==> src/sv/ttrq_pkg.sv <==
// Shared constants, types and helpers of the timed task release queue.
`default_nettype none
package ttrq_pkg;

  // Store geometry and id width.
  localparam int QUEUE_DEPTH = 16;
  localparam int ID_BITS     = 8;
  localparam int MAX_RESULTS = 16;
  localparam int IDX_W       = (QUEUE_DEPTH > 1) ? $clog2(QUEUE_DEPTH) : 1;
  localparam int CNT_W       = $clog2(QUEUE_DEPTH + 1);
  localparam int NREL_W      = $clog2(MAX_RESULTS + 1);
  localparam int TIME_W      = 32;

  // Input kind codes.
  localparam logic KIND_REGISTER = 1'b0;
  localparam logic KIND_TICK     = 1'b1;

  // Result status codes.
  localparam logic STATUS_RELEASED = 1'b0;
  localparam logic STATUS_REJECTED = 1'b1;

  typedef enum logic [2:0] {
    ST_IDLE,
    ST_PROC,
    ST_INS,
    ST_INS_FIN,
    ST_TICK,
    ST_TICK_END
  } state_t;

  // One stored task.
  typedef struct packed {
    logic [ID_BITS-1:0] id;
    logic [TIME_W-1:0]  atime;
  } entry_t;

  // Circular index add; both operands are below QUEUE_DEPTH.
  function automatic logic [IDX_W-1:0] idx_add(input logic [IDX_W-1:0] a,
                                               input logic [IDX_W-1:0] b);
    logic [IDX_W:0] s;
    s = {1'b0, a} + {1'b0, b};
    if (s >= (IDX_W+1)'(QUEUE_DEPTH)) begin
      s = s - (IDX_W+1)'(QUEUE_DEPTH);
    end
    return s[IDX_W-1:0];
  endfunction

endpackage
`default_nettype wire

==> src/sv/timed_task_release_queue_core.sv <==
// Top level of the timed task release queue: control, memory and output word.
//
// Timed task release queue. Input words carry tuser = kind (0 registers a task, 1 is a timer
// tick) and tdata = {arrival_time, task_id}. A registration whose time is already reached is
// answered with one released word; one into a full store is answered with a rejected word;
// otherwise the task is inserted in time order (ties keep arrival order) and no word comes out.
// A tick advances the time by one and releases every due task, oldest first, up to 16 per tick,
// tlast marking the final word. Tasks live in a circular single-write, registered-read memory.
// A registration answered at once or into an empty store is finished in ST_PROC; otherwise
// ST_INS moves each stored entry with a later time one place up, then the task is written.
// A tick on an empty store ends in ST_PROC; otherwise ST_TICK releases due tasks one by one,
// holding each back until the next is known, and ST_TICK_END sends the last. Output stalls
// lengthen both. Memory: one write, one registered read per cycle. No clearing pass is needed.
`default_nettype none
module timed_task_release_queue_core (
  input  wire logic        clk,
  input  wire logic        rst_n,
  input  wire logic        in_tvalid,
  output logic             in_tready,
  input  wire logic [39:0] in_tdata,   // [7:0] task_id, [39:8] arrival_time
  input  wire logic        in_tuser,   // [0] kind
  output logic             out_tvalid,
  input  wire logic        out_tready,
  output logic [39:0]      out_tdata,  // [7:0] released_id, [39:8] event_time
  output logic             out_tuser,  // [0] status
  output logic             out_tlast
);
  import ttrq_pkg::*;

  // Control registers.
  state_t            state_r, state_nxt;
  logic [TIME_W-1:0] now_r, now_nxt;
  logic [IDX_W-1:0]  head_r, head_nxt;
  logic [CNT_W-1:0]  count_r, count_nxt;
  logic [IDX_W-1:0]  pos_r, pos_nxt;
  logic [NREL_W-1:0] nrel_r, nrel_nxt;
  logic              prev_v_r, prev_v_nxt;
  logic              out_valid_r, out_valid_nxt;

  // Payload registers.
  logic              kind_r, kind_nxt;
  entry_t            item_r, item_nxt;
  entry_t            prev_r, prev_nxt;
  logic [7:0]        out_id_r, out_id_nxt;
  logic [TIME_W-1:0] out_time_r, out_time_nxt;
  logic              out_stat_r, out_stat_nxt;
  logic              out_last_r, out_last_nxt;

  // Memory port signals.
  entry_t            mem [QUEUE_DEPTH];
  entry_t            rd_data_r;
  logic              rd_en, wr_en;
  logic [IDX_W-1:0]  rd_addr, wr_addr;
  entry_t            wr_data;

  logic out_free;
  logic due;

  assign out_free   = !out_valid_r || out_tready;
  assign in_tready  = (state_r == ST_IDLE);
  assign out_tvalid = out_valid_r;
  assign out_tdata  = {out_time_r, out_id_r};
  assign out_tuser  = out_stat_r;
  assign out_tlast  = out_last_r;
  assign due = (rd_data_r.atime <= now_r) && (nrel_r < NREL_W'(MAX_RESULTS));

  // Memory: one write and one registered read per cycle.
  always_ff @(posedge clk) begin
    if (wr_en) begin
      mem[wr_addr] <= wr_data;
    end
    if (rd_en) begin
      rd_data_r <= mem[rd_addr];
    end
  end

  // State register and control state.
  always_ff @(posedge clk) begin
    if (!rst_n) begin
      state_r     <= ST_IDLE;
      now_r       <= '0;
      head_r      <= '0;
      count_r     <= '0;
      pos_r       <= '0;
      nrel_r      <= '0;
      prev_v_r    <= 1'b0;
      out_valid_r <= 1'b0;
    end else begin
      state_r     <= state_nxt;
      now_r       <= now_nxt;
      head_r      <= head_nxt;
      count_r     <= count_nxt;
      pos_r       <= pos_nxt;
      nrel_r      <= nrel_nxt;
      prev_v_r    <= prev_v_nxt;
      out_valid_r <= out_valid_nxt;
    end
  end

  // Payload registers.
  always_ff @(posedge clk) begin
    kind_r     <= kind_nxt;
    item_r     <= item_nxt;
    prev_r     <= prev_nxt;
    out_id_r   <= out_id_nxt;
    out_time_r <= out_time_nxt;
    out_stat_r <= out_stat_nxt;
    out_last_r <= out_last_nxt;
  end

  // Next state, memory accesses and output word.
  always_comb begin
    state_nxt     = state_r;
    now_nxt       = now_r;
    head_nxt      = head_r;
    count_nxt     = count_r;
    pos_nxt       = pos_r;
    nrel_nxt      = nrel_r;
    prev_v_nxt    = prev_v_r;
    out_valid_nxt = out_valid_r && !out_tready;
    kind_nxt      = kind_r;
    item_nxt      = item_r;
    prev_nxt      = prev_r;
    out_id_nxt    = out_id_r;
    out_time_nxt  = out_time_r;
    out_stat_nxt  = out_stat_r;
    out_last_nxt  = out_last_r;
    rd_en         = 1'b0;
    rd_addr       = head_r;
    wr_en         = 1'b0;
    wr_addr       = head_r;
    wr_data       = item_r;

    unique case (state_r)
      ST_IDLE: begin
        if (in_tvalid) begin
          kind_nxt       = in_tuser;
          item_nxt.id    = in_tdata[ID_BITS-1:0];
          item_nxt.atime = in_tdata[39:8];
          if (in_tuser == KIND_TICK) begin
            now_nxt = now_r + 1'b1;
          end
          state_nxt = ST_PROC;
        end
      end

      ST_PROC: begin
        if (kind_r == KIND_TICK) begin
          // Start scanning the front of the store.
          nrel_nxt   = '0;
          prev_v_nxt = 1'b0;
          if (count_r != '0) begin
            rd_en     = 1'b1;
            rd_addr   = head_r;
            state_nxt = ST_TICK;
          end else begin
            state_nxt = ST_IDLE;
          end
        end else if ((now_r >= item_r.atime) || (count_r == CNT_W'(QUEUE_DEPTH))) begin
          // Immediate release or rejection: one word.
          if (out_free) begin
            out_valid_nxt = 1'b1;
            out_id_nxt    = 8'(item_r.id);
            out_time_nxt  = now_r;
            out_stat_nxt  = (now_r >= item_r.atime) ? STATUS_RELEASED : STATUS_REJECTED;
            out_last_nxt  = 1'b1;
            state_nxt     = ST_IDLE;
          end
        end else if (count_r == '0) begin
          wr_en     = 1'b1;
          wr_addr   = head_r;
          count_nxt = count_r + 1'b1;
          state_nxt = ST_IDLE;
        end else begin
          // Walk down from the tail to find the insertion place.
          pos_nxt   = IDX_W'(count_r - 1'b1);
          rd_en     = 1'b1;
          rd_addr   = idx_add(head_r, IDX_W'(count_r - 1'b1));
          state_nxt = ST_INS;
        end
      end

      ST_INS: begin
        wr_en = 1'b1;
        if (rd_data_r.atime > item_r.atime) begin
          // Later entry moves one place up.
          wr_addr = idx_add(head_r, pos_r + 1'b1);
          wr_data = rd_data_r;
          if (pos_r == '0) begin
            state_nxt = ST_INS_FIN;
          end else begin
            pos_nxt = pos_r - 1'b1;
            rd_en   = 1'b1;
            rd_addr = idx_add(head_r, pos_r - 1'b1);
          end
        end else begin
          wr_addr   = idx_add(head_r, pos_r + 1'b1);
          wr_data   = item_r;
          count_nxt = count_r + 1'b1;
          state_nxt = ST_IDLE;
        end
      end

      ST_INS_FIN: begin
        // New task goes to the front.
        wr_en     = 1'b1;
        wr_addr   = head_r;
        wr_data   = item_r;
        count_nxt = count_r + 1'b1;
        state_nxt = ST_IDLE;
      end

      ST_TICK: begin
        if (!due) begin
          state_nxt = ST_TICK_END;
        end else if (!prev_v_r || out_free) begin
          // Send the previous release, keep this one back until the next is known.
          if (prev_v_r) begin
            out_valid_nxt = 1'b1;
            out_id_nxt    = 8'(prev_r.id);
            out_time_nxt  = now_r;
            out_stat_nxt  = STATUS_RELEASED;
            out_last_nxt  = 1'b0;
          end
          prev_nxt   = rd_data_r;
          prev_v_nxt = 1'b1;
          head_nxt   = idx_add(head_r, IDX_W'(1));
          count_nxt  = count_r - 1'b1;
          nrel_nxt   = nrel_r + 1'b1;
          if (count_r > CNT_W'(1)) begin
            rd_en   = 1'b1;
            rd_addr = idx_add(head_r, IDX_W'(1));
          end else begin
            state_nxt = ST_TICK_END;
          end
        end
      end

      ST_TICK_END: begin
        if (!prev_v_r) begin
          state_nxt = ST_IDLE;
        end else if (out_free) begin
          out_valid_nxt = 1'b1;
          out_id_nxt    = 8'(prev_r.id);
          out_time_nxt  = now_r;
          out_stat_nxt  = STATUS_RELEASED;
          out_last_nxt  = 1'b1;
          prev_v_nxt    = 1'b0;
          state_nxt     = ST_IDLE;
        end
      end

      default: begin
        state_nxt = ST_IDLE;
      end
    endcase
  end

endmodule
`default_nettype wire

==> config.mk <==
export PLATFORM = sky130hd
export DESIGN_NAME = timed_task_release_queue_core
export DESIGN_NICKNAME = d
export VERILOG_FILES = /design/src/sv/ttrq_pkg.sv /design/src/sv/timed_task_release_queue_core.sv
export SDC_FILE = /design/constraint.sdc
export NUM_CORES = 1
export LEC_CHECK = 0
export ABC_AREA = 0
export BUFFER_PORTS_ARGS = -buffer_cell sky130_fd_sc_hd__buf_2
export CORE_UTILIZATION = 47
export CTS_CLUSTER_SIZE = 25
export DETAILED_ROUTE_END_ITERATION = 8
export GPL_ROUTABILITY_DRIVEN = 0
export PLACE_DENSITY = 0.61
export RECOVER_POWER = 100
export SLEW_MARGIN = 30
export SYNTH_ARGS = -nofsm -noshare
export SYNTH_HDL_FRONTEND = slang
export SYNTH_SLANG_ARGS = --single-unit
==> constraint.sdc <==
create_clock -name clk -period 6.1 [get_ports clk]
set_input_delay 1.22 -clock clk [delete_from_list [all_inputs] [get_ports clk]]
set_output_delay 1.22 -clock clk [all_outputs]
set_load 0.05 [all_outputs]
==> After elaboration in Yosys (flattened, before gate mapping) <==
Memories as Yosys holds them, arrays and structs flattened. A register that Yosys moved wholly into a read port is not among the register bits.
Index checks and enable logic that the tools add are counted.
{ "word_totals": {"elab_cells": 200, "mem_bits_rw": 640, "reg_bits": 146, "out_inout_bits": 44, "inputBits": 45, "memories": 1} }
{ "classes": {"n_reduce_logical": 27, "magnitude_cmp": 9, "n_eq_ne": 25, "muxes": 108, "add_sub_neg": 14} }
{ "mem_list": {"columns": ["memory", "depth", "word_bits", "read_ports", "rd_ports_with_merged_regs", "wr", "line_no", "text"], "rows": [
  ["mem", 16, 40, 1, 1, 1, "timed_task_release_queue_core.sv:50", "entry_t mem [QUEUE_DEPTH];"]
]} }
{ "op_table": {"columns": ["cell", "count"], "rows": [
  ["$mux 32", 7],
  ["$pmux 32 s3", 1],
  ["$mux 40", 2],
  ["$mux 4", 18],
  ["$mux 8", 8],
  ["$mux 5", 9],
  ["$mux 1", 39],
  ["$mux 3", 11],
  ["$add 32x1->32 const B", 1],
  ["$ge 32x32->1", 1],
  ["$gt 32x32->1", 1],
  ["$le 32x32->1", 1],
  ["$ne 2x2->1 const B", 16],
  ["$pmux 8 s3", 1],
  ["$ge 5x5->1 const B", 4],
  ["$pmux 5 s4", 1],
  ["$sub 4x1->4 const B", 5],
  ["$add 4x4->5", 3],
  ["$pmux 1 s3", 5],
  ["$pmux 3 s5", 1],
  ["$reduce_and 7->1", 2],
  ["$pmux 4 s3", 1],
  ["$reduce_and 4->1", 3],
  ["$add 5x1->5 const B", 2],
  ["other kinds (29)", 40]
]} }

==> Depth between registers and ports, before layout <==
{ "depth": {"depth_word": 8, "ltp_mapped": 18, "depth_no_buf": 14} }

==> Worst setup path after synthesis <==
No wires, ideal clock.
{ "synth_path": {"path_kind": "reg2reg", "startpoint": "reg now_r[23]", "endpoint": "reg out_time_r[0], enable pin", "period_less_slack_ns": 5.040, "arrival_time_ns": 4.569, "setup_slack_ns": 1.060, "required_ns": 5.630, "stages_incl_launch_ff": 12, "setup_ns": 0.470, "path_buffers": 1, "path_cell_list": "dfxtp_1 > inv_1 > ha_1 > nand4_1 > nor4_1 > nand3_1 > a31oi_1 > and3_1 > buf_2 > a31oi_1 > nor3_1 > a21boi_0"} }
{ "synth_via": {"elab_chain_cells": 4, "elab_cells_between_ends": 7, "classes_between": "order compare (2); eq/ne (2); reduce/logical (3)"} }
{ "synth_lines": {"columns": ["item", "line_no", "text"], "rows": [
  ["start: declaration", "timed_task_release_queue_core.sv:32", "logic [TIME_W-1:0] now_r, now_nxt;"],
  ["start signal: assignment", "timed_task_release_queue_core.sv:90", "now_r <= now_nxt;"],
  ["$ge 32x32->1 / $le 32x32->1 (equally long branches)", "timed_task_release_queue_core.sv:159, timed_task_release_queue_core.sv:65", null],
  ["$logic_or 1x1->1 / $logic_and 1x1->1 (equally long branches)", "timed_task_release_queue_core.sv:159, timed_task_release_queue_core.sv:65", null],
  ["$ne 2x2->1 (no line)", null, null],
  ["$reduce_and 7->1 (no line) *", null, null],
  ["end signal: assignment", "timed_task_release_queue_core.sv:106", "out_time_r <= out_time_nxt;"],
  ["end: declaration", "timed_task_release_queue_core.sv:45", "logic [TIME_W-1:0] out_time_r, out_time_nxt;"]
]} }
Mark *: on every way between the ends. The rest lies on a longest branch, timed or not.
A chain may end at the register's enable or synchronous reset.

==> Worst setup path after layout <==
{ "layout_path": {"startpoint": "reg now_r[0]", "endpoint": "mem mem[3][25] in the netlist's numbering, enable pin"} }
{ "layout_via": {"elab_chain_cells": 7} }
{ "layout_lines": {"columns": ["item", "line_no", "text"], "rows": [
  ["$ge 32x32->1", "timed_task_release_queue_core.sv:159", "end else if ((now_r >= item_r.atime) || (count_r == CNT_W'(QUEUE_DEPTH))) begin"],
  ["$logic_or 1x1->1", "timed_task_release_queue_core.sv:159", null],
  ["$mux 1", "timed_task_release_queue_core.sv:159", null],
  ["$mux 1", "timed_task_release_queue_core.sv:148", "if (kind_r == KIND_TICK) begin"],
  ["$pmux 1 s2", "timed_task_release_queue_core.sv:134", "unique case (state_r)"],
  ["$mux 1", "timed_task_release_queue_core.sv:69", "if (wr_en) begin"],
  ["$mux 1 (not written as such)", "timed_task_release_queue_core.sv:70", "mem[wr_addr] <= wr_data;"],
  ["end: declaration", "timed_task_release_queue_core.sv:50", null]
]} }
No other way between the ends.

==> results.yml <==
clock_tree:
  cts.sinks: 826
  post_cts_buffers: 0
  cts_resized: 0
  clk_pin_slew_ns: 0.06
  ctsHtreeMaxLevel: 3
  clk_latency_ns: 0.66
  cts-root-buf: "clkbuf_16"
  clock_path_buffers: 3
  cts_buffers: 87
  cts_tree: "yes"
  postCtsHoldBufs: 0
worst_setup_path:
  slowest_delay_ns: 1.42
  rr_worst_depth: 13
  r2r_end: "mem[3][25]$_DFFE_PP_"
  worstPathArrival_ns: 5.96
  crit_chain: "inv_1 > ha_1 > nand2b_1 > a2111oi_0 > nor4b_1 > o31a_1 > nor2_1 > nand3_1 > o21ai_0 > nor2b_1 > nand2b_1 > nor2_1 > clkbuf_2"
  slowest_stage: "nor2_1"
  endpoint_kind: "flop"
  critPathLaunchType: "flop"
  critPathKind: "reg2reg"
  cp_max_fo: 28
  r2r_setup_slack_ns: 0.39
  r2r-start: "now_r[0]$_SDFFE_PN0P_"
  worstPathRequired_ns: 6.35
yosys:
  synth_cell_types: 71
  ys_top_cells_by_area: "edfxtp_1 (64%), ha_1 (3.9%), nand2_1 (3.8%)"
  synth_area_mm2: 0.0362
  synth_edf_count: 771
  yosysWarnings: 0
  synth_top_area_share_pct: 64.0
  ys_ff_latch: 826
  synthArstFlopShare_pct: 0
  ys_seq_area_share_pct: 67.1
  syn_inst: 2820
  synth_most_common_cell: "edfxtp_1"
  synthFlopType: "edfxtp_1"
  syn_area_per_cell_um2: 12.8
  synth_top_area_cell: "edfxtp_1"
  synthTopCellsByCount: "edfxtp_1 (771), nand2_1 (369), o21ai_0 (208)"
  syn-num-nets: 2980
job:
  drv_cap: 18
sta:
  setup_slack_ns: 0.386
  final_hold_viol_count: 0
  setup-violations-final: 0
  fin_crit_sh_pct: 93.7
  relSlewSlack_pct: -86.2
  slew_violations: 463
  max_freq_mhz: 175
  fin_skew_ns: 0.0289
  fin_setup_tns_ns: 0
  rsz0062_at_grt: "no"
  tightestPinTransition_ns: 2.78
  fin_crit_ns: 5.71
worst_hold_path:
  min_path_type: "reg2reg"
  hold_start: "rd_data_r[32]$_DFFE_PP_"
  hold_end: "prev_r[32]$_DFFE_PP_"
  whs_path_depth: 0
cells_and_area:
  antenna_cells: 0
  final_area_mm2: 0.0407
  post-route-util_pct: 53.5
  areaGrowthSynthToFinish_pct: 12.5
  fin_cells: 4002
  final_layout_size_suffix_gt1_share_pct: 9.39
  layout.nets: 3063
  num-fill-cells: 6394
power:
  power_frac_clock_pct: 38.3
  combPwrFrac_pct: 13.6
  sw_frac_of_total_pct: 26.6
  p_leak_uw: 0.0138
  powerDensity_mw_per_mm2: 338
  peakVddDrop_mv: 0.223
  switching_power_uw: 3660
  seqPwrFrac_pct: 48.1
  intPower_uw: 10100
floorplanning:
  die_w_um: 279
  row_count: 101
  dieArea_mm2: 0.0780
  die_h_um: 279
  core_area_mm2: 0.0761
  initial_core_util_pct: 47.5
  ios: 89
drt:
  drtIter0Drc: 2767
  drc: 0
  firstDrtPassIters: 6
  num_vias: 24200
  postRouteAntennaNets: 0
  wl_per_cell_um: 25.2
  via_per_inst: 6.06
  wl_mm: 101
global_route:
  grt_max_degree: 121
  grt_pass1_wl_mm: 150
  track_usage_pct: 25.7
  antenna_found_initial: 3
  grt_remaining_overflow: 0
  grt_pass1_vias: 23700
place:
  dpl.cell_count: 3844
  dp_hpwl_mm: 56.6
  postPlaceCellArea_mm2: 0.0382
  port-buffer-count: 88
  dp_slack_ns: 0.798
run_status:
  violations: "max-capacitance violations, max-slew violations"
  status: "finished with violations"
-- flip-flops by register name, summed over array words and instances (netlist names), 3 cells and up --
name        count
rd_data_r      40
count_r         5
pos_r           4
out_id_r        8
state_r         3
prev_r          8
now_r          32
out_time_r     32
mem           640
item_r         40
nrel_r          5
head_r          4
-- area by class of cell --
class / count / area [µm²] / area share, %
Inverter: 164 / 616 / 1.51
Timing Repair Buffer: 182 / 1120 / 2.76
Clock inverter: 51 / 517 / 1.27
Tap cell: 1030 / 1290 / 3.17
Multi-Input combinational cell: 1642 / 10600 / 26.0
Clock buffer: 107 / 2280 / 5.61
Sequential cell: 826 / 24300 / 59.6
-- how the worst max path moves through the flow --
stage	start	to	slack, ns	cells past startpoint
after floorplan	now_r[23]$_SDFFE_PN0P_	out_time_r[0]$_DFFE_PP_	1.06	11
after global placement	now_r[27]$_SDFFE_PN0P_	rd_data_r[38]$_DFFE_PP_	0.89	13
after detailed placement	now_r[25]$_SDFFE_PN0P_	rd_data_r[13]$_DFFE_PP_	0.80	14
after CTS	now_r[25]$_SDFFE_PN0P_	rd_data_r[4]$_DFFE_PP_	0.76	14
after global routing	rd_data_r[14]$_DFFE_PP_	mem[12][1]$_DFFE_PP_	0.22	11
final	now_r[0]$_SDFFE_PN0P_	mem[3][25]$_DFFE_PP_	0.39	13
-- placed cells by master (no fill, tap or decap), drive strengths merged, types with 41 or more instances in the layout --
| master | n |
|---|---|
| a211oi | 82 |
| a21oi | 62 |
| a311o | 78 |
| a311oi | 41 |
| and3 | 90 |
| buf | 91 |
| clkbuf | 198 |
| dfxtp | 55 |
| edfxtp | 771 |
| ha | 112 |
| inv | 168 |
| nand2 | 371 |
| nand3 | 106 |
| nand4 | 69 |
| nor2 | 97 |
| o211ai | 84 |
| o21ai | 210 |
| xnor2 | 48 |
-- critical path: cells and delay by family (launching register included) --
| family | cells | cell delay, ns |
|---|---|---|
| AO/OA/AOI/OAI | 3 | 0.98 |
| adder cells (fa/ha/maj) | 1 | 0.29 |
| buffers and inverters | 2 | 1.15 |
| flip-flops | 1 | 0.46 |
| AND/OR/NAND/NOR | 7 | 2.40 |
-- power by group through the flow --
| stage | registers (µW) | logic [µW] | clock network (µW) |
|---|---|---|---|
| 2_1_floorplan | 6780 | 1130 | 0 |
| 3_3_place_gp | 6710 | 1830 | 0 |
| 3_5_place_dp | 6710 | 1870 | 0 |
| 4_1_cts | 6590 | 1880 | 5330 |
| 5_1_grt | 6620 | 2020 | 5550 |
| 6_report | 6600 | 1870 | 5260 |
-- per-stage QoR --
step                      total power, µW  hold slack (ns)
after global placement               8540            0.445
after detailed placement             8580            0.447
after floorplan                      7910            0.426
after CTS                           13800            0.448
final                               13700            0.452
after global routing                14200            0.464
-- layer usage --
metal	share of wire [%]	routed length (µm)	GRT usage (%)
met5	0.013	13	0
met3	9.4	9450	5.83
met2	46	46500	40.5
met1	42	42100	35.3
met4	2.8	2850	8.62
-- cell families (layout without fill, tap and decap cells) --
logic type / count (synthesis) / in the layout / share of synthesized area (%)
muxes: 16 / 16 / 0.478
xor gates and xnor gates: 56 / 56 / 1.36
DFF: 826 / 826 / 67.1
AOI/OAI and AO/OA: 662 / 662 / 12.9
and+or+nand+nor: 793 / 793 / 10.2
adders and majority gates: 115 / 115 / 4.04
buffers and inverters: 352 / 504 / 4.01
Power figures use the tool's default switching activity.
